--- src/design/pidw_pkg.sv ---
// Shared constants, register codes and unit handshake types for the PID block.
// Used by every module of the design; depends on nothing.
`default_nettype none

package pidw_pkg;

	// Field and datapath widths.
	localparam int GAIN_W = 24;
	localparam int WREG_W = 31;
	localparam int VAL_W  = 32;
	localparam int ERR_W  = VAL_W + 1;
	localparam int DLT_W  = VAL_W + 2;
	localparam int SUM_W  = 48;
	localparam int FRAC_W = 16;
	localparam int MAG_W  = SUM_W;
	localparam int PROD_W = MAG_W + GAIN_W - FRAC_W;
	localparam int DIVD_W = WREG_W + FRAC_W;
	localparam int TERM_W = PROD_W + 2;
	localparam int IDX_W  = 3;

	// Default settle hold times in milliseconds.
	localparam int SMALL_HOLD_DEF = 100;
	localparam int BIG_HOLD_DEF   = 500;

	// Configuration register indexes.
	typedef enum logic [IDX_W-1:0] {
		REG_GAIN_P    = 3'd0,
		REG_GAIN_I    = 3'd1,
		REG_GAIN_D    = 3'd2,
		REG_SUM_RANGE = 3'd3,
		REG_INT_LIMIT = 3'd4,
		REG_SMALL_TOL = 3'd5,
		REG_BIG_TOL   = 3'd6,
		REG_RATE_TOL  = 3'd7
	} reg_idx_t;

	// Control into and status out of a serial arithmetic unit.
	typedef struct packed {
		logic start;
	} unit_ctl_t;

	typedef struct packed {
		logic busy;
		logic done;
	} unit_sts_t;

endpackage

`default_nettype wire

--- src/design/pidw_smul.sv ---
// Bit-serial shift-and-add multiplier: magnitude times unsigned Q8.16 gain.
// Depends on pidw_pkg; takes one gain bit per cycle, most significant first.
`default_nettype none

module pidw_smul (
	input  logic                           clk,
	input  logic                           arst_n,
	input  pidw_pkg::unit_ctl_t            ctl,
	input  logic [pidw_pkg::MAG_W-1:0]     mag,
	input  logic [pidw_pkg::GAIN_W-1:0]    gain,
	output pidw_pkg::unit_sts_t            sts,
	output logic [pidw_pkg::PROD_W-1:0]    prod
);
	import pidw_pkg::*;

	localparam int ACC_W = MAG_W + GAIN_W;
	localparam int CNT_W = $clog2(GAIN_W + 1);

	logic [ACC_W-1:0]  acc_q;
	logic [MAG_W-1:0]  mag_q;
	logic [GAIN_W-1:0] gain_q;
	logic [CNT_W-1:0]  cnt_q;
	logic              busy_q;
	logic              done_q;
	logic [ACC_W-1:0]  addend;

	// The partial product for the current gain bit.
	assign addend = gain_q[GAIN_W-1] ? {{GAIN_W{1'b0}}, mag_q} : '0;

	// Sequencing: count the gain bits and flag completion for one cycle.
	always_ff @(posedge clk or negedge arst_n) begin
		if (!arst_n) begin
			busy_q <= 1'b0;
			done_q <= 1'b0;
			cnt_q  <= '0;
		end else begin
			done_q <= 1'b0;
			if (ctl.start) begin
				busy_q <= 1'b1;
				cnt_q  <= CNT_W'(GAIN_W);
			end else if (busy_q) begin
				cnt_q <= cnt_q - 1'b1;
				if (cnt_q == CNT_W'(1)) begin
					busy_q <= 1'b0;
					done_q <= 1'b1;
				end
			end
		end
	end

	// Accumulator: double and add once per gain bit.
	always_ff @(posedge clk) begin
		if (ctl.start) begin
			acc_q  <= '0;
			mag_q  <= mag;
			gain_q <= gain;
		end else if (busy_q) begin
			acc_q  <= {acc_q[ACC_W-2:0], 1'b0} + addend;
			gain_q <= {gain_q[GAIN_W-2:0], 1'b0};
		end
	end

	// Drop the sixteen fraction bits of the gain, truncating toward zero.
	assign prod     = acc_q[ACC_W-1:FRAC_W];
	assign sts.busy = busy_q;
	assign sts.done = done_q;

endmodule

`default_nettype wire

--- src/design/pidw_sdiv.sv ---
// Restoring divider, one quotient bit per cycle, for the integral clamp bound.
// Depends on pidw_pkg; the divisor is the integral gain and must be nonzero.
`default_nettype none

module pidw_sdiv (
	input  logic                           clk,
	input  logic                           arst_n,
	input  pidw_pkg::unit_ctl_t            ctl,
	input  logic [pidw_pkg::DIVD_W-1:0]    dividend,
	input  logic [pidw_pkg::GAIN_W-1:0]    divisor,
	output pidw_pkg::unit_sts_t            sts,
	output logic [pidw_pkg::DIVD_W-1:0]    quot
);
	import pidw_pkg::*;

	localparam int CNT_W = $clog2(DIVD_W + 1);

	logic [GAIN_W-1:0] rem_q;
	logic [DIVD_W-1:0] dq_q;
	logic [GAIN_W-1:0] dv_q;
	logic [CNT_W-1:0]  cnt_q;
	logic              busy_q;
	logic              done_q;
	logic [GAIN_W:0]   trial;
	logic [GAIN_W:0]   diff;
	logic              ge;

	// Bring down the next dividend bit and try the subtraction.
	assign trial = {rem_q, dq_q[DIVD_W-1]};
	assign ge    = trial >= {1'b0, dv_q};
	assign diff  = trial - {1'b0, dv_q};

	// Sequencing: one step per dividend bit.
	always_ff @(posedge clk or negedge arst_n) begin
		if (!arst_n) begin
			busy_q <= 1'b0;
			done_q <= 1'b0;
			cnt_q  <= '0;
		end else begin
			done_q <= 1'b0;
			if (ctl.start) begin
				busy_q <= 1'b1;
				cnt_q  <= CNT_W'(DIVD_W);
			end else if (busy_q) begin
				cnt_q <= cnt_q - 1'b1;
				if (cnt_q == CNT_W'(1)) begin
					busy_q <= 1'b0;
					done_q <= 1'b1;
				end
			end
		end
	end

	// Partial remainder and shifting dividend/quotient register.
	always_ff @(posedge clk) begin
		if (ctl.start) begin
			rem_q <= '0;
			dq_q  <= dividend;
			dv_q  <= divisor;
		end else if (busy_q) begin
			rem_q <= ge ? diff[GAIN_W-1:0] : trial[GAIN_W-1:0];
			dq_q  <= {dq_q[DIVD_W-2:0], ge};
		end
	end

	assign quot     = dq_q;
	assign sts.busy = busy_q;
	assign sts.done = done_q;

endmodule

`default_nettype wire

--- src/design/pid_with_windup_and_settle_detect_top.sv ---
// Top level of the PID controller with integral anti-windup and settle detection.
// Depends on pidw_pkg, pidw_smul and pidw_sdiv.
//
//   channel | direction | handshake            | payload
//   in      | sink      | in_valid / in_stall  | measured, setpoint, now_ms,
//           |           |                      | check_arrival, clear_sum
//   out     | source    | out_valid / out_stall| drive, arrived
//   cfg     | sink      | cfg_we               | cfg_addr, cfg_wdata
//
// A result reaches the output register after its transaction is accepted and has gone through
// three passes of the shared bit-serial multiplier (proportional, derivative, integral), the
// sum update step and the final add. The next transaction can be accepted in the cycle after
// the result is loaded, so transactions do not overlap. The clamp divider runs alongside the
// first two passes. A new transaction is taken while the previous result still waits in the
// output register; if that result is still stalled when the next one is ready, the final
// step waits and in_stall stays high. Reset is asynchronous and active low.
`default_nettype none

module pid_with_windup_and_settle_detect_top #(
	parameter int SMALL_HOLD_MS = pidw_pkg::SMALL_HOLD_DEF,
	parameter int BIG_HOLD_MS   = pidw_pkg::BIG_HOLD_DEF
) (
	input  logic                                  clk,
	input  logic                                  arst_n,
	input  logic                                  in_valid,
	output logic                                  in_stall,
	input  logic signed [pidw_pkg::VAL_W-1:0]     measured,
	input  logic signed [pidw_pkg::VAL_W-1:0]     setpoint,
	input  logic [pidw_pkg::VAL_W-1:0]            now_ms,
	input  logic                                  check_arrival,
	input  logic                                  clear_sum,
	output logic                                  out_valid,
	input  logic                                  out_stall,
	output logic signed [pidw_pkg::VAL_W-1:0]     drive,
	output logic                                  arrived,
	input  logic                                  cfg_we,
	input  logic [pidw_pkg::IDX_W-1:0]            cfg_addr,
	input  logic [pidw_pkg::WREG_W-1:0]           cfg_wdata
);
	import pidw_pkg::*;

	typedef enum logic [5:0] {
		S_IDLE = 6'b000001,
		S_MULP = 6'b000010,
		S_MULD = 6'b000100,
		S_SUMS = 6'b001000,
		S_MULI = 6'b010000,
		S_FIN  = 6'b100000
	} state_t;

	localparam logic signed [SUM_W-1:0] SUM_MAX = {1'b0, {(SUM_W-1){1'b1}}};
	localparam logic signed [SUM_W-1:0] SUM_MIN = {1'b1, {(SUM_W-1){1'b0}}};
	localparam logic signed [VAL_W-1:0] DRV_MAX = {1'b0, {(VAL_W-1){1'b1}}};
	localparam logic signed [VAL_W-1:0] DRV_MIN = {1'b1, {(VAL_W-1){1'b0}}};

	// Configuration registers.
	logic [GAIN_W-1:0] gain_p_q, gain_i_q, gain_d_q;
	logic [WREG_W-1:0] range_q, limit_q, small_tol_q, big_tol_q, rate_tol_q;

	// Controller state kept between transactions.
	state_t                    st_q;
	logic signed [ERR_W-1:0]   last_err_q;
	logic signed [SUM_W-1:0]   sum_q;
	logic                      first_q;
	logic [VAL_W-1:0]          shs_q, bhs_q;
	logic                      arrived_q;
	logic                      out_valid_q;
	logic signed [VAL_W-1:0]   drive_q;

	// Per-transaction working registers.
	logic signed [ERR_W-1:0]   err_q;
	logic [ERR_W-1:0]          aerr_q;
	logic signed [DLT_W-1:0]   dlt_q;
	logic [VAL_W-1:0]          now_q;
	logic                      chk_q;
	logic                      clamp_en_q;
	logic signed [TERM_W-1:0]  pterm_q, dterm_q, pd_q, iterm_q;
	logic [PROD_W-1:0]         adrv_q;

	// Serial units.
	unit_ctl_t          mul_ctl, div_ctl;
	unit_sts_t          mul_sts, div_sts;
	logic [MAG_W-1:0]   mul_mag;
	logic [GAIN_W-1:0]  mul_gain;
	logic [PROD_W-1:0]  mul_prod;
	logic [DIVD_W-1:0]  div_quot;

	logic                      in_acc;
	logic                      fin_load;
	logic                      clamp_en_c;
	logic signed [ERR_W-1:0]   err_c;
	logic [ERR_W-1:0]          aerr_c;
	logic signed [DLT_W-1:0]   dlt_c;
	logic [DLT_W-1:0]          adlt;

	logic signed [SUM_W:0]     s_wide;
	logic signed [SUM_W-1:0]   s_sat, s_clamp, s_rng, sum_new;
	logic [SUM_W-1:0]          s_mag, bound, sum_mag;
	logic                      mismatch;

	logic signed [TERM_W-1:0]  total;
	logic signed [VAL_W-1:0]   drive_c;
	logic                      in_small, in_big, hit_small, hit_big;

	assign in_stall = (st_q != S_IDLE);
	assign in_acc   = in_valid && (st_q == S_IDLE);
	assign fin_load = (st_q == S_FIN) && (!out_valid_q || !out_stall);

	// Configuration writes.
	always_ff @(posedge clk or negedge arst_n) begin
		if (!arst_n) begin
			gain_p_q    <= '0;
			gain_i_q    <= '0;
			gain_d_q    <= '0;
			range_q     <= '0;
			limit_q     <= WREG_W'(32768000);
			small_tol_q <= WREG_W'(65536);
			big_tol_q   <= WREG_W'(196608);
			rate_tol_q  <= '0;
		end else if (cfg_we) begin
			unique case (reg_idx_t'(cfg_addr))
				REG_GAIN_P:    gain_p_q    <= cfg_wdata[GAIN_W-1:0];
				REG_GAIN_I:    gain_i_q    <= cfg_wdata[GAIN_W-1:0];
				REG_GAIN_D:    gain_d_q    <= cfg_wdata[GAIN_W-1:0];
				REG_SUM_RANGE: range_q     <= cfg_wdata;
				REG_INT_LIMIT: limit_q     <= cfg_wdata;
				REG_SMALL_TOL: small_tol_q <= cfg_wdata;
				REG_BIG_TOL:   big_tol_q   <= cfg_wdata;
				REG_RATE_TOL:  rate_tol_q  <= cfg_wdata;
			endcase
		end
	end

	// Error, its magnitude and the change since the last transaction.
	assign err_c      = $signed({setpoint[VAL_W-1], setpoint}) -
	                    $signed({measured[VAL_W-1], measured});
	assign aerr_c     = err_c[ERR_W-1] ? ERR_W'(-err_c) : ERR_W'(err_c);
	assign dlt_c      = first_q ? '0 :
	                    $signed({err_c[ERR_W-1], err_c}) -
	                    $signed({last_err_q[ERR_W-1], last_err_q});
	assign adlt       = dlt_q[DLT_W-1] ? DLT_W'(-dlt_q) : DLT_W'(dlt_q);
	assign clamp_en_c = (limit_q != '0) && (gain_i_q != '0);

	// Operand selection for the shared multiplier.
	always_comb begin
		mul_ctl.start = 1'b0;
		mul_mag       = '0;
		mul_gain      = '0;
		priority if (in_acc) begin
			mul_ctl.start = 1'b1;
			mul_mag       = MAG_W'(aerr_c);
			mul_gain      = gain_p_q;
		end else if ((st_q == S_MULP) && mul_sts.done) begin
			mul_ctl.start = 1'b1;
			mul_mag       = MAG_W'(adlt);
			mul_gain      = gain_d_q;
		end else if ((st_q == S_SUMS) && !div_sts.busy) begin
			mul_ctl.start = 1'b1;
			mul_mag       = sum_mag;
			mul_gain      = gain_i_q;
		end else begin
			mul_ctl.start = 1'b0;
		end
	end

	assign div_ctl.start = in_acc && clamp_en_c;

	pidw_smul u_smul (
		.clk    (clk),
		.arst_n (arst_n),
		.ctl    (mul_ctl),
		.mag    (mul_mag),
		.gain   (mul_gain),
		.sts    (mul_sts),
		.prod   (mul_prod)
	);

	pidw_sdiv u_sdiv (
		.clk      (clk),
		.arst_n   (arst_n),
		.ctl      (div_ctl),
		.dividend ({limit_q, {FRAC_W{1'b0}}}),
		.divisor  (gain_i_q),
		.sts      (div_sts),
		.quot     (div_quot)
	);

	// Error sum update: accumulate with saturation, clamp, then the clearing rules.
	assign s_wide  = $signed({sum_q[SUM_W-1], sum_q}) +
	                 $signed({{(SUM_W+1-ERR_W){err_q[ERR_W-1]}}, err_q});
	assign s_sat   = (s_wide[SUM_W] != s_wide[SUM_W-1]) ?
	                 (s_wide[SUM_W] ? SUM_MIN : SUM_MAX) : s_wide[SUM_W-1:0];
	assign s_mag   = s_sat[SUM_W-1] ? SUM_W'(-s_sat) : SUM_W'(s_sat);
	assign bound   = SUM_W'(div_quot);
	assign s_clamp = (clamp_en_q && (s_mag > bound)) ?
	                 (s_sat[SUM_W-1] ? -$signed(bound) : $signed(bound)) : s_sat;
	assign s_rng   = ((range_q != '0) && (aerr_q >= ERR_W'(range_q))) ? '0 : s_clamp;
	assign mismatch = (s_rng[SUM_W-1] != err_q[ERR_W-1]) ||
	                  ((s_rng == '0) != (err_q == '0));
	assign sum_new = (mismatch || (aerr_q <= ERR_W'(small_tol_q))) ? '0 : s_rng;
	assign sum_mag = sum_new[SUM_W-1] ? SUM_W'(-sum_new) : SUM_W'(sum_new);

	// Final sum of the three terms, saturated to the output width.
	assign total   = pd_q + iterm_q;
	assign drive_c = (total > TERM_W'(DRV_MAX)) ? DRV_MAX :
	                 (total < TERM_W'(DRV_MIN)) ? DRV_MIN : total[VAL_W-1:0];

	// Settle bands for this transaction.
	assign in_small  = chk_q && (aerr_q <= ERR_W'(small_tol_q)) &&
	                   (adrv_q <= PROD_W'(rate_tol_q));
	assign in_big    = chk_q && (aerr_q <= ERR_W'(big_tol_q)) &&
	                   (adrv_q <= PROD_W'(rate_tol_q));
	assign hit_small = in_small && ((now_q - shs_q) >= VAL_W'(SMALL_HOLD_MS));
	assign hit_big   = in_big && ((now_q - bhs_q) >= VAL_W'(BIG_HOLD_MS));

	// Sequencer and state kept across transactions.
	always_ff @(posedge clk or negedge arst_n) begin
		if (!arst_n) begin
			st_q        <= S_IDLE;
			last_err_q  <= '0;
			sum_q       <= '0;
			first_q     <= 1'b1;
			shs_q       <= '0;
			bhs_q       <= '0;
			arrived_q   <= 1'b0;
			out_valid_q <= 1'b0;
		end else begin
			if (fin_load) begin
				out_valid_q <= 1'b1;
			end else if (!out_stall) begin
				out_valid_q <= 1'b0;
			end
			unique case (st_q)
				S_IDLE: begin
					if (in_acc) begin
						last_err_q <= err_c;
						sum_q      <= (clear_sum || first_q) ? '0 : sum_q;
						if (first_q) begin
							first_q <= 1'b0;
							shs_q   <= now_ms;
							bhs_q   <= now_ms;
						end
						st_q <= S_MULP;
					end
				end
				S_MULP: begin
					if (mul_sts.done) begin
						st_q <= S_MULD;
					end
				end
				S_MULD: begin
					if (mul_sts.done) begin
						st_q <= S_SUMS;
					end
				end
				S_SUMS: begin
					if (!div_sts.busy) begin
						sum_q <= sum_new;
						st_q  <= S_MULI;
					end
				end
				S_MULI: begin
					if (mul_sts.done) begin
						st_q <= S_FIN;
					end
				end
				S_FIN: begin
					if (fin_load) begin
						arrived_q <= arrived_q | hit_small | hit_big;
						if (!in_small) begin
							shs_q <= now_q;
						end
						if (!in_big) begin
							bhs_q <= now_q;
						end
						st_q <= S_IDLE;
					end
				end
			endcase
		end
	end

	// Working registers of the transaction in progress.
	always_ff @(posedge clk) begin
		if (in_acc) begin
			err_q      <= err_c;
			aerr_q     <= aerr_c;
			dlt_q      <= dlt_c;
			now_q      <= now_ms;
			chk_q      <= check_arrival;
			clamp_en_q <= clamp_en_c;
		end
		if ((st_q == S_MULP) && mul_sts.done) begin
			pterm_q <= err_q[ERR_W-1] ? -$signed(TERM_W'(mul_prod)) :
			           $signed(TERM_W'(mul_prod));
		end
		if ((st_q == S_MULD) && mul_sts.done) begin
			dterm_q <= dlt_q[DLT_W-1] ? -$signed(TERM_W'(mul_prod)) :
			           $signed(TERM_W'(mul_prod));
			adrv_q  <= mul_prod;
		end
		if ((st_q == S_SUMS) && !div_sts.busy) begin
			pd_q <= pterm_q + dterm_q;
		end
		if ((st_q == S_MULI) && mul_sts.done) begin
			iterm_q <= sum_q[SUM_W-1] ? -$signed(TERM_W'(mul_prod)) :
			           $signed(TERM_W'(mul_prod));
		end
		if (fin_load) begin
			drive_q <= drive_c;
		end
	end

	assign out_valid = out_valid_q;
	assign drive     = drive_q;
	assign arrived   = arrived_q;

`ifndef ASSERT_OFF
	// Both serial units are quiet whenever no transaction is in progress.
	a_idle_quiet: assert property (@(posedge clk) disable iff (!arst_n)
		(st_q == S_IDLE) |-> (!mul_sts.busy && !div_sts.busy))
		else $error("serial unit busy while idle");

	// A result appears only from the final step of a transaction.
	a_out_from_fin: assert property (@(posedge clk) disable iff (!arst_n)
		$rose(out_valid_q) |-> $past(st_q == S_FIN))
		else $error("result raised outside the final step");

	// The arrived flag never falls once set.
	a_arrived_sticky: assert property (@(posedge clk) disable iff (!arst_n)
		$past(arrived_q) |-> arrived_q)
		else $error("arrived flag cleared");
`endif

endmodule

`default_nettype wire

--- config.mk ---
export PLATFORM = sky130hd
export DESIGN_NAME = pid_with_windup_and_settle_detect_top
export DESIGN_NICKNAME = d
export VERILOG_FILES = /design/src/design/pidw_pkg.sv /design/src/design/pidw_smul.sv /design/src/design/pidw_sdiv.sv /design/src/design/pid_with_windup_and_settle_detect_top.sv
export SDC_FILE = /design/constraint.sdc
export NUM_CORES = 2
export LEC_CHECK = 0
export BUFFER_PORTS_ARGS = -buffer_cell sky130_fd_sc_hd__buf_2
export CAP_MARGIN = 25
export CORE_MARGIN = 10
export CORE_UTILIZATION = 50
export CTS_CLUSTER_DIAMETER = 60
export CTS_CLUSTER_SIZE = 20
export DETAILED_ROUTE_END_ITERATION = 8
export HOLD_SLACK_MARGIN = 0.03
export PLACE_DENSITY = 0.66
export SYNTH_ARGS = -nofsm -noshare
export SYNTH_HDL_FRONTEND = slang
export SYNTH_SLANG_ARGS = --single-unit
export TNS_END_PERCENT = 100
--- constraint.sdc ---
create_clock -name clk -period 15.9 [get_ports clk]
set_clock_uncertainty 0.15 [all_clocks]
set_input_delay 3.975 -clock clk [delete_from_list [all_inputs] [get_ports clk]]
set_output_delay 3.975 -clock clk [all_outputs]
set_load 0.05 [all_outputs]
# Word level (Yosys, flattened, before mapping)
# Index checks and enable logic that the tools add are counted.
# totals
regBits,1088
latch_bits,0
mem_bits_rw,0
rom_bits,0
input_bits,137
output_inout_bits,35
wordCells,219
mem_count,0
# op_classes
addsub,17
n_mul,0
div_mod_pow,0
n_lt_le_gt_ge,10
eq_ne,30
n_shift,0
n_mux,63
bitwise_logic,4
reduce_logical,49
# op_table
op,count
two-way mux 48 bit,11
two-way mux 32 bit,7
two-way mux 56 bit,3
two-way mux 24 bit,6
two-way mux 47 bit,3
case mux 32 bit (2 select lines),2
adder 58 bit,2
two-way mux 34 bit,3
negator 48 bit,2
case mux 48 bit (2 select lines),1
adder 72 bit,1
<= comparator 33 x 31 -> 1 bit,2
two-way mux 33 bit,2
subtractor 32 bit,2
nonzero test 31 bit,2
> comparator 58 x 32 -> 1 bit (second input constant),1
less-than comparator 58 x 32 -> 1 bit (second input constant),1
negator 56 -> 58 bit,1
<= comparator 56 x 31 -> 1 bit,1
adder 48 x 33 -> 49 bit,1
> comparator 48 x 47 -> 1 bit,1
zero test 48 bit,1
two-way mux 6 bit,8
negator 47 -> 48 bit,1
other kinds (43),108

# Depth between registers and ports, before layout
# depth
ltp_word,19
depth_mapped,58
depth_no_buf,50

# Cells and area by module
# Synthesis repeated with hierarchy kept, for this count alone.
# unflattened
cells_unflattened,7845
area_unflattened_um2,74472.7
# by_module_without_submodules
module,n_inst,cells_per_inst,area_per_inst_um2,seq_area_each_um2
pid_with_windup_and_settle_detect_top,1,6381,59659.7,23120.9
pidw_smul,1,966,9176.3,3778.6
pidw_sdiv,1,498,5636.7,2812.7

# Worst setup path before layout
# Ideal clock, no wire load.
# synth_timing
kind,register -> register
startpoint,reg err_q[10]
endpoint,reg u_smul.mag_q[44] (data pin)
arrival_ns,11.510
path_slack_ns,3.985
path_stages_with_launch,57
n_path_buf,10
cell_sequence,edfxtp_1 -> ha_1 -> clkbuf_1 -> nand4_1 -> or3_1 -> o21ai_1 -> o21ai_2 -> o21ai_1 -> o21a_1 -> a21oi_1 -> o21bai_1 -> xor2_1 -> ha_1 -> clkbuf_1 -> clkbuf_1 -> buf_1 -> clkbuf_1 -> clkbuf_1 -> (+21 left out) -> nand2b_1 -> a21oi_1 -> a31o_2 -> clkbuf_1 -> o41ai_4 -> a32oi_1 -> nand4bb_1 -> o211a_2 -> o21ai_0 -> ha_1 -> inv_1 -> a211oi_1 -> and4_1 -> buf_2 -> and4_1 -> o21ai_1 -> and3_1 -> o21a_1
# synth_via
elab_chain_cells,16
elab_cells_between_ends,20
cone_classes,3 x add/sub; 1 x order compare; 3 x eq/ne; 8 x mux; 5 x reduce/logical
# synth_rtl
element,line,text
start: declaration,pid_with_windup_and_settle_detect_top.sv:71,logic signed [ERR_W-1:0] err_q;
start signal: assignment,pid_with_windup_and_settle_detect_top.sv:286,err_q <= err_c;
adder 48 x 33 -> 49 bit,pid_with_windup_and_settle_detect_top.sv:189,"assign s_wide = $signed({sum_q[SUM_W-1], sum_q}) +"
two-way mux 48 bit or != test 1 bit (tied branches),"pid_with_windup_and_settle_detect_top.sv:192, pid_with_windup_and_settle_detect_top.sv:191",
two-way mux 48 bit,pid_with_windup_and_settle_detect_top.sv:191,assign s_sat = (s_wide[SUM_W] != s_wide[SUM_W-1]) ?
negator 48 bit,pid_with_windup_and_settle_detect_top.sv:193,assign s_mag = s_sat[SUM_W-1] ? SUM_W'(-s_sat) : SUM_W'(s_sat);
two-way mux 48 bit,pid_with_windup_and_settle_detect_top.sv:193,
> comparator 48 x 47 -> 1 bit,pid_with_windup_and_settle_detect_top.sv:195,assign s_clamp = (clamp_en_q && (s_mag > bound)) ?
logical AND 1 bit,pid_with_windup_and_settle_detect_top.sv:195,
two-way mux 48 bit,pid_with_windup_and_settle_detect_top.sv:195,
two-way mux 48 bit,pid_with_windup_and_settle_detect_top.sv:197,assign s_rng = ((range_q != '0) && (aerr_q >= ERR_W'(range_q))) ? '0 : s_clamp;
zero test 48 bit,pid_with_windup_and_settle_detect_top.sv:199,((s_rng == '0) != (err_q == '0));
!= test 1 bit,pid_with_windup_and_settle_detect_top.sv:199,
logical OR 1 bit,pid_with_windup_and_settle_detect_top.sv:198,assign mismatch = (s_rng[SUM_W-1] != err_q[ERR_W-1]) ||
logical OR 1 bit,pid_with_windup_and_settle_detect_top.sv:200,assign sum_new = (mismatch || (aerr_q <= ERR_W'(small_tol_q))) ? '0 : s_rng;
two-way mux 48 bit *,pid_with_windup_and_settle_detect_top.sv:200,
negator 48 bit,pid_with_windup_and_settle_detect_top.sv:201,assign sum_mag = sum_new[SUM_W-1] ? SUM_W'(-sum_new) : SUM_W'(sum_new);
two-way mux 47 bit *,pid_with_windup_and_settle_detect_top.sv:201,
end signal: assignment,pidw_smul.sv:55,mag_q <= mag;
end: declaration,pidw_smul.sv:20,logic [MAG_W-1:0] mag_q;
# Mark *: on every way between the ends. The rest lies on a longest branch, timed or not.
# A chain may end at the register's enable or synchronous reset.

# Worst setup path after layout
# layout_timing
startpoint,reg err_q[4]
endpoint,reg u_smul.mag_q[44] (data pin)
# The elaborated chain is that of the path after synthesis.

==> metrics.csv <==
stage;metric;value;unit
outcome;status;completed;
timing;final worst setup slack;1.95;ns
yosys;cells after synthesis;7352;
finish;area growth from synthesis to layout;9.94;%
clock_network;clock-pin transition on the worst setup and hold timing paths;0.08;ns
critical_path;Worst EP required;16.24;ns
yosys;xor/xnor share of the synthesized area;7.75;%
route;drt drc;0;
power;sw frac;31.4;%
clock_network;post-CTS setup buffer count;0;
floorplanning;row cnt;138;
clock_network;CTS Hold Buffers Added;0;
timing;minimum period implied by the final worst setup slack;13.95;ns
grt;total track usage;27.3;%
critical_path;Worst Setup SP;err_q[4]$_DFFE_PP_;
critical_path;setup slack, reg-to-reg;1.95;ns
critical_path;crit-path max cell delay;0.61;ns
yosys;Synth top cells by count;nand2_1, edfxtp_1, nor2_1, ha_1, inv_1;
critical_path;Worst Path Arrival;14.30;ns
timing;Tightest Pin Transition;1.16;ns
timing;Fin. Hold Viols;0;
timing;setup_tns;0;ns
placed_design;gpl congestion;1.04;
route;TritonRoute pass-1 iters;8;
critical_path;Worst R2R Path Depth;49;
placed_design;PortBufs;171;
power;P_sw;2510;uW
yosys;largest family of logic cells by synthesized area;compound AO/OA/AOI/OAI gates;
yosys;ys async rst share;36.4;%
yosys;most numerous cell in the Yosys netlist;nand2_1;
grt;met2 usage;44.1;%
critical_path;Max FO, Critical Path;20;
floorplanning;Die ar.;157000;um^2
route;Routed wire per std cell;23.5;um
grt;largest net degree at the start of global routing;124;
yosys;Yosys cell types;103;
yosys;Synth Flop Type;edfxtp_1;
yosys;Syn Nets;8041;
grt;grt peak-use layer;met2;
floorplanning;die width;397;um
timing;Slew headroom;22.2;%
yosys;multiplexer share of the synthesized area;5.89;%
floorplanning;num ports;172;
clock_network;worst skew pair latency;0.76;ns
power;sequential power share;44.9;%
critical_path;crit path kind;register to register;
yosys;area leader, netlist;edfxtp_1;
clock_network;post-CTS sizing;0;
yosys;Compound-Gate Fraction of Synth Area;16.1;%
power;internal power;5490;uW
placed_design;DP HPWL;168000;um
yosys;number of synthesized flops with an enable pin;579;
yosys;Syn Area/Cell;9.66;um^2
critical_path;most used cell, CP;o21ai_0;
route;vias;56200;
power;Comb pwr share;20.7;%
timing;Max Clk Rate;71.7;MHz
timing;RSZ-0062 raised after global routing;no;
power;pwr dens;103;nW/um^2
flow_run;number of max-cap violations;0;
power;Clock Power Share;34.3;%
hold_path;HP Class;register to register;
critical_path;critical path's slowest cell;nor4b_1;
yosys;Yosys reg bits;1086;
critical_path;reg2reg start;err_q[4]$_DFFE_PP_;
yosys;adder-cell share of the synthesized area;9.82;%
finish;share of cells above drive strength 1;11.3;%
critical_path;Critical Path End;u_smul.mag_q[44]$_SDFFCE_PP0N_;
grt;global-route wire length before repair;334000;um
yosys;top post-synthesis cells by area;edfxtp_1, dfrtp_1, ha_1;
power;Peak VDD IR;0.0885;mV
critical_path;RR Endpoint;u_smul.mag_q[44]$_SDFFCE_PP0N_;
yosys;Post-Synth Simple-Gate Area;14.5;%
yosys;warning count from the yosys run;0;
timing;Final period util;87.8;%
route;1st-iter DRT viols;4864;
critical_path;critical path endpoint category;register;
grt;met3 Use GR;5.26;%
route;Final Routed Wirelength;221000;um
timing;final setup violation count;0;
clock_network;CTS tree;built;
yosys;Synth Cell Area;71000;um^2
placed_design;Placement Setup Slack;2.23;ns
critical_path;crit start category;register;
timing;Max Slew Vio Count;0;
clock_network;Root Driver;clkbuf_16;
floorplanning;Starting Density;50.3;%
grt;grt ovf;0;
grt;vias in the first global route;54700;
finish;Nets;8137;
power;leakage;0.0333;uW
grt;met1 Use GR;35.2;%
grt;initial antenna violation count;26;
floorplanning;core box area;141000;um^2
clock_network;CTS Sinks;1086;
yosys;post-synth top area share;24.5;%
clock_network;CTS H-tree lvls;3;
clock_network;Num CTS Buffers;103;
route;vias per cell;5.96;
yosys;Seq/Total Area, Yosys;41.6;%
floorplanning;Die Y;397;um
route;ANT nets after route;0;
clock_network;Clock Path Buffers;3;
-- cell usage in the layout, fill, tap and decap left out, types with 96 or more instances in the layout --
cell,synthesis,routed
o21ai_0,353,351
buf_2,14,172
xor2_1,165,165
clkbuf_16,0,106
a31oi_1,99,98
mux2i_1,153,153
and2_1,96,96
nand2_1,602,602
edfxtp_1,579,579
a21oi_1,451,451
nor2_1,555,550
dfxtp_1,112,112
xnor2_1,463,463
mux2_2,235,235
nand4_1,97,97
inv_1,497,495
a21o_1,177,177
buf_4,1,122
ha_1,543,542
nor3_1,120,117
nand3_1,121,121
dfrtp_1,384,381
-- per-stage QoR --
stage / power [uW] / util (%) / hold slack, ns / instances / cell area, um^2
floorplan: 4790 / - / 0.253 / 7352 / 71000
global placement: 5240 / 52.5 / 0.300 / 9228 / 74200
detailed placement: 5290 / 52.5 / 0.307 / 9233 / 74200
CTS: 8040 / 55.2 / 0.317 / 9429 / 78000
global route: 8390 / 55.2 / 0.334 / 9430 / 78000
finish: 8000 / 55.3 / 0.316 / 9433 / 78000
-- flip-flops by register name, summed over array words and instances (netlist names), 31 cells and up --
signal,flops
dlt_q,34
u_smul.mag_q,48
pterm_q,58
small_tol_q,31
shs_q,32
u_sdiv.quot,47
err_q,33
rate_tol_q,31
adrv_q,55
sum_q,48
last_err_q,33
dterm_q,58
now_q,32
big_tol_q,31
iterm_q,58
drive,32
pd_q,58
aerr_q,32
limit_q,31
range_q,31
u_smul.acc_q,72
bhs_q,32
-- area by class of cell --
cell class              count  area, um^2
inverters                 500        1890
well taps                1890        2360
diodes                      4        10.0
repair buffers            297        1830
clock buffers             115        2720
fillers                 12500       63200
flip-flops and latches   1086       29500
clock inverters            81        1100
multi-input cells        5460       38600
-- worst min path at each step --
| stage | startpoint | to | cells past startpoint |
|---|---|---|---|
| floorplan | u_smul.acc_q[70]$_SDFFE_PN0P_ | adrv_q[54]$_DFFE_PP_ | 0 |
| global placement | u_sdiv.rem_q[23]$_SDFFE_PP0P_ | u_sdiv.rem_q[23]$_SDFFE_PP0P_ | 2 |
| detailed placement | u_sdiv.rem_q[23]$_SDFFE_PP0P_ | u_sdiv.rem_q[23]$_SDFFE_PP0P_ | 2 |
| CTS | u_sdiv.rem_q[23]$_SDFFE_PP0P_ | u_sdiv.rem_q[23]$_SDFFE_PP0P_ | 2 |
| global route | u_sdiv.rem_q[23]$_SDFFE_PP0P_ | u_sdiv.rem_q[23]$_SDFFE_PP0P_ | 2 |
| finish | u_sdiv.rem_q[23]$_SDFFE_PP0P_ | u_sdiv.rem_q[23]$_SDFFE_PP0P_ | 2 |
-- metal layers --
metal,up-vias,part of all wire [%]
li1,26800,-
met1,27300,42
met2,1718,46
met3,403,6.8
met4,10,5.1
met5,-,0.024
-- worst max-delay path: cells and delay by family (launching register included) --
| family | cells | cell delay (ns) |
|---|---|---|
| and+or+nand+nor | 16 | 4.63 |
| AOI/OAI and AO/OA | 22 | 5.63 |
| xor gates and xnor gates | 2 | 0.39 |
| muxes | 1 | 0.21 |
| adders and majority gates | 5 | 1.66 |
| DFF | 1 | 0.42 |
| buffers and inverters | 3 | 0.59 |
-- power by group through the flow --
stage	combinational [uW]	sequential [uW]	clock, uW
floorplan	1350	3440	0
global placement	1600	3640	0
CTS	1650	3590	2800
global route	1850	3630	2900
finish	1660	3590	2750
detailed placement	1640	3650	0
-- kinds of logic (layout without fill, tap and decap cells) --
| family | after synthesis | after routing |
|---|---|---|
| AOI/OAI and AO/OA | 1783 | 1783 |
| xor gates and xnor gates | 628 | 628 |
| adders and majority gates | 552 | 552 |
| buffers and inverters | 806 | 993 |
| DFF | 1086 | 1086 |
| muxes | 388 | 388 |
| other | 0 | 4 |
| and+or+nand+nor | 2109 | 2109 |
Note: power is estimated with default switching activity, not from simulation.
